$ cat src/rtl/arffp_pkg.sv
package arffp_pkg;

	localparam int COORD_BITS     = 12;
	localparam int DIM_BITS       = COORD_BITS + 1;
	localparam int MAX_FREE_RECTS = 64;
	localparam int CNT_BITS       = $clog2(MAX_FREE_RECTS + 1);

	localparam logic [DIM_BITS-1:0] DIM_TOP   = DIM_BITS'(1 << COORD_BITS);
	localparam logic [DIM_BITS-1:0] DIM_RESET = DIM_BITS'(1024);

	// status codes
	localparam logic [1:0] ST_PLACED  = 2'd0;
	localparam logic [1:0] ST_NO_FIT  = 2'd1;
	localparam logic [1:0] ST_FULL    = 2'd2;
	localparam logic [1:0] ST_CLEARED = 2'd3;

	// request types
	localparam logic REQ_ALLOC = 1'b0;
	localparam logic REQ_CLEAR = 1'b1;

	// register indexes
	localparam logic REG_ATLAS_WIDTH  = 1'b0;
	localparam logic REG_ATLAS_HEIGHT = 1'b1;

	typedef struct packed {
		logic [COORD_BITS-1:0] x;
		logic [COORD_BITS-1:0] y;
		logic [DIM_BITS-1:0]   w;
		logic [DIM_BITS-1:0]   h;
	} rect_t;

	localparam rect_t RESET_RECT = '{x: '0, y: '0, w: DIM_RESET, h: DIM_RESET};

	typedef struct packed {
		logic                  req_type;
		logic [COORD_BITS-1:0] req_width;
		logic [COORD_BITS-1:0] req_height;
	} in_word_t;

	typedef struct packed {
		logic [1:0]            status;
		logic [COORD_BITS-1:0] place_x;
		logic [COORD_BITS-1:0] place_y;
		logic [DIM_BITS-1:0]   granted_width;
		logic [DIM_BITS-1:0]   granted_height;
	} out_word_t;

	typedef enum logic [1:0] {
		OP_HOLD,
		OP_CLEAR,
		OP_SPLIT,
		OP_REMOVE
	} cell_op_t;

	// broadcast from the controller to every cell
	typedef struct packed {
		cell_op_t            op;
		rect_t               a;
		rect_t               b;
		rect_t               full;
		logic [DIM_BITS-1:0] pw;
		logic [DIM_BITS-1:0] ph;
	} cell_cmd_t;

	typedef enum logic [2:0] {
		S_IDLE,
		S_FIT,
		S_SEL,
		S_PICK,
		S_APPLY
	} state_t;

endpackage

$ cat src/rtl/arffp_ctrl.sv
module arffp_ctrl
	import arffp_pkg::*;
(
	input  logic        clk,
	input  logic        arst_n,
	input  logic        in_valid,
	output logic        in_stall,
	input  in_word_t    in_word,
	output logic        out_valid,
	input  logic        out_stall,
	output out_word_t   out_word,
	input  logic        psel,
	input  logic        penable,
	input  logic        pwrite,
	input  logic [2:0]  paddr,
	input  logic [31:0] pwdata,
	output logic [31:0] prdata,
	output logic        pready,
	input  logic        hit,
	input  rect_t       chosen,
	output cell_cmd_t   cmd
);

	state_t              state_q, state_d;
	in_word_t            req_q;
	logic [DIM_BITS-1:0] atlas_w_q, atlas_h_q;
	logic [CNT_BITS-1:0] count_q;
	logic                hit_q;
	rect_t               c_q;
	logic                out_valid_q;
	out_word_t           out_q;

	logic                in_acc, cfg_wr, out_free;
	logic [DIM_BITS-1:0] pw, ph, rw, rh;
	logic                need_split;
	rect_t               a, b, full;
	cell_op_t            apply_op;
	out_word_t           res;

	assign in_acc   = in_valid && !in_stall;
	assign cfg_wr   = psel && penable && pwrite && pready;
	assign out_free = !out_valid_q || !out_stall;
	assign pready   = 1'b1;
	assign out_valid = out_valid_q;
	assign out_word  = out_q;

	// register file
	always_ff @(posedge clk or negedge arst_n) begin
		if (!arst_n) begin
			atlas_w_q <= DIM_RESET;
			atlas_h_q <= DIM_RESET;
		end else if (cfg_wr) begin
			unique case (paddr[2])
				REG_ATLAS_WIDTH:  atlas_w_q <= pwdata[DIM_BITS-1:0];
				REG_ATLAS_HEIGHT: atlas_h_q <= pwdata[DIM_BITS-1:0];
				default: ;
			endcase
		end
	end

	always_comb begin
		unique case (paddr[2])
			REG_ATLAS_WIDTH:  prdata = 32'(atlas_w_q);
			REG_ATLAS_HEIGHT: prdata = 32'(atlas_h_q);
			default:          prdata = '0;
		endcase
	end

	// padded size, guillotine split of the chosen rectangle and clamped full-atlas rectangle
	assign pw = DIM_BITS'(req_q.req_width) + DIM_BITS'(1);
	assign ph = DIM_BITS'(req_q.req_height) + DIM_BITS'(1);
	assign rw = c_q.w - pw;
	assign rh = c_q.h - ph;
	assign need_split = (rw >= DIM_BITS'(2)) || (rh >= DIM_BITS'(2));

	always_comb begin
		if (rh <= rw) begin
			a = '{x: c_q.x, y: c_q.y + ph[COORD_BITS-1:0], w: pw, h: rh};
			b = '{x: c_q.x + pw[COORD_BITS-1:0], y: c_q.y, w: rw, h: c_q.h};
		end else begin
			a = '{x: c_q.x + pw[COORD_BITS-1:0], y: c_q.y, w: rw, h: ph};
			b = '{x: c_q.x, y: c_q.y + ph[COORD_BITS-1:0], w: c_q.w, h: rh};
		end
		full.x = '0;
		full.y = '0;
		full.w = (atlas_w_q > DIM_TOP) ? DIM_TOP : atlas_w_q;
		full.h = (atlas_h_q > DIM_TOP) ? DIM_TOP : atlas_h_q;
	end

	// decision and result word
	always_comb begin
		res      = '0;
		apply_op = OP_HOLD;
		priority if (req_q.req_type == REQ_CLEAR) begin
			res.status = ST_CLEARED;
			apply_op   = OP_CLEAR;
		end else if (!hit_q) begin
			res.status = ST_NO_FIT;
		end else if (need_split && (count_q >= CNT_BITS'(MAX_FREE_RECTS))) begin
			res.status = ST_FULL;
		end else begin
			res.status         = ST_PLACED;
			res.place_x        = c_q.x;
			res.place_y        = c_q.y;
			res.granted_width  = pw;
			res.granted_height = ph;
			apply_op           = need_split ? OP_SPLIT : OP_REMOVE;
		end
	end

	// cell broadcast
	always_comb begin
		cmd.op   = (state_q == S_APPLY) ? apply_op : OP_HOLD;
		cmd.a    = a;
		cmd.b    = b;
		cmd.full = full;
		cmd.pw   = pw;
		cmd.ph   = ph;
	end

	// next state
	always_comb begin
		state_d = state_q;
		unique case (state_q)
			S_IDLE:  if (in_acc) state_d = S_FIT;
			S_FIT:   state_d = S_SEL;
			S_SEL:   state_d = S_PICK;
			S_PICK:  if (out_free) state_d = S_APPLY;
			S_APPLY: state_d = S_IDLE;
			default: state_d = S_IDLE;
		endcase
	end

	// outputs
	always_comb begin
		in_stall = (state_q != S_IDLE);
	end

	always_ff @(posedge clk or negedge arst_n) begin
		if (!arst_n) state_q <= S_IDLE;
		else         state_q <= state_d;
	end

	always_ff @(posedge clk) begin
		if (in_acc) req_q <= in_word;
		hit_q <= hit;
		c_q   <= chosen;
	end

	// free count and result register
	always_ff @(posedge clk or negedge arst_n) begin
		if (!arst_n) begin
			count_q     <= CNT_BITS'(1);
			out_valid_q <= 1'b0;
		end else begin
			if (state_q == S_APPLY) begin
				out_valid_q <= 1'b1;
				unique case (apply_op)
					OP_CLEAR:  count_q <= CNT_BITS'(1);
					OP_SPLIT:  count_q <= count_q + CNT_BITS'(1);
					OP_REMOVE: count_q <= count_q - CNT_BITS'(1);
					OP_HOLD:   ;
					default:   ;
				endcase
			end else if (out_valid_q && !out_stall) begin
				out_valid_q <= 1'b0;
			end
		end
	end

	always_ff @(posedge clk) begin
		if (state_q == S_APPLY) out_q <= res;
	end

endmodule

$ cat config.mk
export PLATFORM = sky130hd
export DESIGN_NAME = arffp_ctrl
export DESIGN_NICKNAME = d
export VERILOG_FILES = /design/src/rtl/arffp_pkg.sv /design/src/rtl/arffp_ctrl.sv
export SDC_FILE = /design/constraint.sdc
export NUM_CORES = 1
export LEC_CHECK = 0
export ABC_AREA = 1
export BUFFER_PORTS_ARGS = -buffer_cell sky130_fd_sc_hd__buf_2
export CAP_MARGIN = 30
export CORE_MARGIN = 5
export CORE_UTILIZATION = 35
export DETAILED_ROUTE_END_ITERATION = 6
export MAX_ROUTING_LAYER = met4
export PLACE_DENSITY = 0.58
export SLEW_MARGIN = 20
export SYNTH_ARGS = -nofsm -noshare
export SYNTH_HDL_FRONTEND = slang
export SYNTH_SLANG_ARGS = --single-unit
$ cat constraint.sdc
create_clock -name clk -period 4.3 [get_ports clk]
set_clock_uncertainty 0.2 [all_clocks]
set_input_delay 0.645 -clock clk [delete_from_list [all_inputs] [get_ports clk]]
set_output_delay 0.645 -clock clk [all_outputs]
set_load 0.02 [all_outputs]
# Word-level counts from Yosys, hierarchy flattened
# Cells that the tools add are included.
# word_totals
register_bits	165
# op_classes
addsub	8
n_lt_le_gt_ge	6
eq_ne	9
mux	18
n_bitwise	2
n_reduce_logical	20
# ops
op	n
$mux W50	2
$pmux W32 S2	1
$add A12 B1 Y13 const B	2
$ge A13 B2 Y1 const B	2
$gt A13 B13 Y1 const B	2
$mux W13	2
$sub A13 B13 Y13	2
$add A12 B12 Y12	2
$pmux W7 S3	1
$le A13 B13 Y1	1
$mux W2	6
$pmux W3 S4	1
$reduce_and A2 Y1	4
$add A7 B1 Y7 const B	1
$ge A7 B7 Y1 const B	1
$sub A7 B1 Y7 const B	1
$eq A3 B2 Y1 const B	2
$mux W3	2
$reduce_bool A3 Y1	2
$logic_and A1 B1 Y1	5
$eq A2 B2 Y1 const B	2
$ne A2 B2 Y1 const B	2
$eq A3 B1 Y1 const B	1
$eq A3 B3 Y1 const B	1
9 further kinds	15

# Depth between registers and ports, before layout
# logic_depth
word_depth	11
mapped_depth	30
mapped_depth_nobuf	30

# Worst setup path before layout
# No wires, ideal clock.
# synth_path
path_type	reg-to-reg
from	register req_q[12] in the netlist's numbering
to	register count_q[6]
setup_ns	0.124
arrival_time_ns	4.405
required_ns	3.976
slack_ns	-0.429
stages_incl_launch_ff	31
path_cell_list	edfxtp_1 -> ha_1 -> nand2_2 -> clkinv_1 -> nor2_1 -> inv_1 -> ha_1 -> nand3_1 -> nand2_1 -> nand3_1 -> nand2_1 -> nand3_1 -> nand2_1 -> nand2_1 -> nand2_1 -> nand2_1 -> nor4_1 -> nand3_1 -> nor2_1 -> nand3_1 -> inv_1 -> ha_1 -> a21oi_1 -> o21ai_0 -> a21o_1 -> a21oi_1 -> xor2_1 -> o21bai_1 -> nand2_1 -> nand2_1 -> nand2_1
# synth_rtl
item	line_no	rtl
start: declaration	arffp_ctrl.sv:25	in_word_t req_q;
start signal: assignment	arffp_ctrl.sv:145	if (in_acc) req_q <= in_word;
end signal: assignment	arffp_ctrl.sv:160	OP_SPLIT: count_q <= count_q + CNT_BITS'(1);
end signal: assignment	arffp_ctrl.sv:161	OP_REMOVE: count_q <= count_q - CNT_BITS'(1);
end: declaration	arffp_ctrl.sv:27	logic [CNT_BITS-1:0] count_q;

==> key figures <==
Run status
  – Outcome: finished with violations
  – Failing checks: setup timing

STA
  – Relative slew slack: 0.4520
  – Final setup fails: 105
  – Fmax: 0.1993 GHz
  – Final worst path period need: 5.018 ns
  – Hold Vio Cnt, Final: 0
  – Unrepaired setup endpoints after global routing: yes
  – Tcrit/Tclk final: 1.167
  – Worst-Margin Slew: 0.8220 ns
  – Setup ws final: -0.7176 ns
  – Slew Viols, Final: 0

Setup path
  – Critical Path Source Type: flop
  – Worst reg2reg path depth: 30
  – Setup crit start: req_q[0]
  – R2R Setup Slk: -0.25 ns
  – Endpoint type of the worst setup path: primary output
  – WP data required: 3.45 ns
  – Crit path capture: cmd[167]
  – Crit path max fanout: 11
  – R2R Path End: count_q[6]
  – Critical path arrival: 4.17 ns
  – Reg-to-reg startpoint: req_q[1]
  – Setup CP Type: reg2out

Cells and area
  – Multi-input logic area: 7257 um2
  – Core Util, Final: 0.5646
  – Filler cell count in the final layout: 2823
  – Final net count: 2223
  – Register area: 4263 um2
  – Design area: 17910 um2
  – Share of layout cells above drive strength 1: 0.4642
  – Area Growth Syn to Fin: 58.71%

Clock tree
  – CTS root buffer: clkbuf_16
  – Worst skew pair latency: 0.45 ns
  – H-tree levels: 4
  – CTS sink count: 165
  – CTS Buffer Depth: 2
  – Worst-path clk slew: 0.07 ns
  – CTS buffer count: 17
  – CTS tree: done

Floorplan
  – Die width: 189.6 um
  – Die ar.: 35930 um2
  – Row count: 65
  – Core Area: 31720 um2
  – Initial Utilization: 0.3557
  – # IOs: 383
  – Die Y: 189.6 um

Synth
  – YS warnings: 0
  – Syn avg cell area: 7.182 um2
  – Synthesized area: 11280 um2
  – Post-synth EDFFs: 77
  – Synth area leader: edfxtp_1
  – Async SR Flop Fraction: 0.2242
  – Register area share after synthesis: 0.3778
  – Synth Flop Type: edfxtp_1
  – Area share of the leading cell type in the synthesized netlist: 0.2049
  – Distinct cells, synth: 48
  – Post-Synthesis Cells: 1571
  – Flop and latch count out of synthesis: 165
  – Synth area leaders: edfxtp_1 20%, nand2_1 17%, dfxtp_1 9.0%

Power
  – Peak VDD IR: 0.4970 mV
  – Overall Power: 12760 uW
  – Power Density: 712.4 nW/um2
  – Leakage power: 0.009125 uW

Routing
  – DRC violations left: 0
  – Via count: 12070
  – Drt first pass iters: 5
  – Starting DRT DRC Count: 693
  – DRT Wirelength: 43.31 mm
  – DR WL/cell: 17.45 um
  – Antenna Nets Post-Route: 0
  – Vias per Instance: 4.861

Place
  – Final Wtd Congestion: 0.9106
  – Port bufs: 317
  – Hpwl dp: 30.83 mm
  – Post-DP Area: 14250 um2

Global routing
  – First-pass GRT wire length: 63.45 mm
  – Grt ovf: 0
  – Initial antenna violation count: 1
  – Vias in the first global route: 11680
  – Largest net degree at the start of global routing: 53
  – Total track usage: 0.2311

Run
  – Max-cap violations: 0

Min path
  – Hold crit path type: in2reg
## stage by stage
stage	TNS, ns	hold slack (ns)	cells	setup slack, ns
4_1_cts	-56.58	0.05909	2464	-0.6061
5_1_grt	-87.57	0.06136	2482	-0.9334
6_report	-62.16	0.08943	2482	-0.7176
3_5_place_dp	-27.21	0.2817	2391	-0.4083
2_1_floorplan	-0.1013	0.1494	1613	-0.1013
3_3_place_gp	-24.60	0.2626	2391	-0.3770
## logic make-up (layout without fill, tap and decap cells)
| group | Yosys count | count (layout) | synth area share |
|---|---|---|---|
| compound gates | 107 | 107 | 0.05267 |
| other cells | 2 | 45 | 0.0006656 |
| simple gates | 917 | 917 | 0.3647 |
| flops | 165 | 165 | 0.3778 |
| xor+xnor | 35 | 35 | 0.02783 |
| fa+ha+maj | 39 | 39 | 0.04657 |
| buf+inv | 306 | 772 | 0.1297 |
## sequential cells by signal, summed over array words and instances (netlist names), 3 cells and up
name and cells:
atlas_h_q 13, atlas_w_q 13, c_q 50, count_q 7, out_word 52, req_q 25
state_q 3
## layout by cell type (no fill, tap or decap), types with 19 or more instances in the layout
master / n
buf_12: 21
buf_2: 215
buf_4: 158
buf_6: 114
clkbuf_16: 26
conb_1: 44
dfrtp_1: 34
dfxtp_1: 51
edfxtp_1: 77
ha_1: 21
inv_1: 194
nand2_1: 324
nand2_2: 150
nand2_4: 62
nand3_1: 132
nand3_2: 54
nor2_1: 86
nor2_2: 42
nor2_4: 19
o21ai_0: 53
xor2_1: 24
## Yosys cell counts (2+ instances only)
library cell  count
nor2_1           95
fa_1              5
dfrtp_1          34
dfstp_2           3
nand2_4           4
buf_6            16
inv_2             9
nand3b_1          8
nand3_1         188
inv_1           203
a21oi_1          25
o21ai_1           2
conb_1            2
edfxtp_1         77
nor3_1           10
nor2_2           41
xor2_1           29
xnor2_1           5
nand2_1         497
nand4_1          11
a21o_1            3
nor4_1            8
o21bai_1          3
o21ai_0          56
ha_1             34
buf_2            21
nand2_2          38
o211ai_1          3
nor2_4           11
buf_4            45
clkbuf_1         11
a31oi_1           6
dfxtp_1          51
a21oi_2           2
nand3_2           2
## critical path, stage by stage, from the launching register on
cell,delay (ns)
edfxtp_1,0.45
buf_6,0.15
buf_4,0.10
buf_4,0.11
nand2_1,0.08
nor2_4,0.18
nand3_1,0.12
nand2_2,0.12
nand2_1,0.07
nand2_1,0.13
nor2_1,0.07
a21oi_1,0.27
nand2_2,0.11
nand2_2,0.09
nand2_4,0.06
ha_4,0.26
a21oi_4,0.18
nor2_4,0.05
nor3_4,0.26
nand2_8,0.10
nand2_8,0.11
buf_12,0.11
buf_4,0.19
nand2_1,0.10
nand2_1,0.12
buf_6,0.13
## report_power, final
group	total, uW	switching, uW	internal [uW]
Sequential	2070	155	1910
Clock	1630	724	901
Combinational	9060	5060	4000
## cell type report
class	count	share of cell area
multi-input combinational	1142	0.4053
sequential	165	0.2381
antenna	1	0.0001397
tap	402	0.02809
clock inverter	12	0.007057
inverter	213	0.04535
clock buffer	20	0.02732
timing repair buffer	527	0.2487
## worst min path at each step
stage,startpoint,end,cells after the start
final,chosen[25],c_q[25],1
after global routing,chosen[23],c_q[23],1
after CTS,chosen[25],c_q[25],1
after detailed placement,count_q[0],count_q[0],2
after global placement,state_q[2],state_q[0],1
after floorplan,arst_n,atlas_h_q[0],0
## repair_timing
| action | in CTS | in global routing |
|---|---|---|
| setup buffers | 28 | 13 |
| gates cloned | 13 | 7 |
| hold buffers | 0 | 1 |
| gates resized for setup | 398 | 211 |
| endpoints found under the hold margin | 0 | 10 |
| pin swaps | 82 | 111 |
| endpoints found under the setup margin | 105 | 106 |
## per-layer routing
layer / vias to the layer above / GRT usage / share of wire
met5: - / - / 0
met3: 46 / 0.05376 / 0.072
met1: 5687 / 0.2858 / 0.42
li1: 5891 / - / -
met4: 0 / 0.05732 / 0.019
met2: 441 / 0.3853 / 0.49
Note: power is estimated with default switching activity, not from simulation.
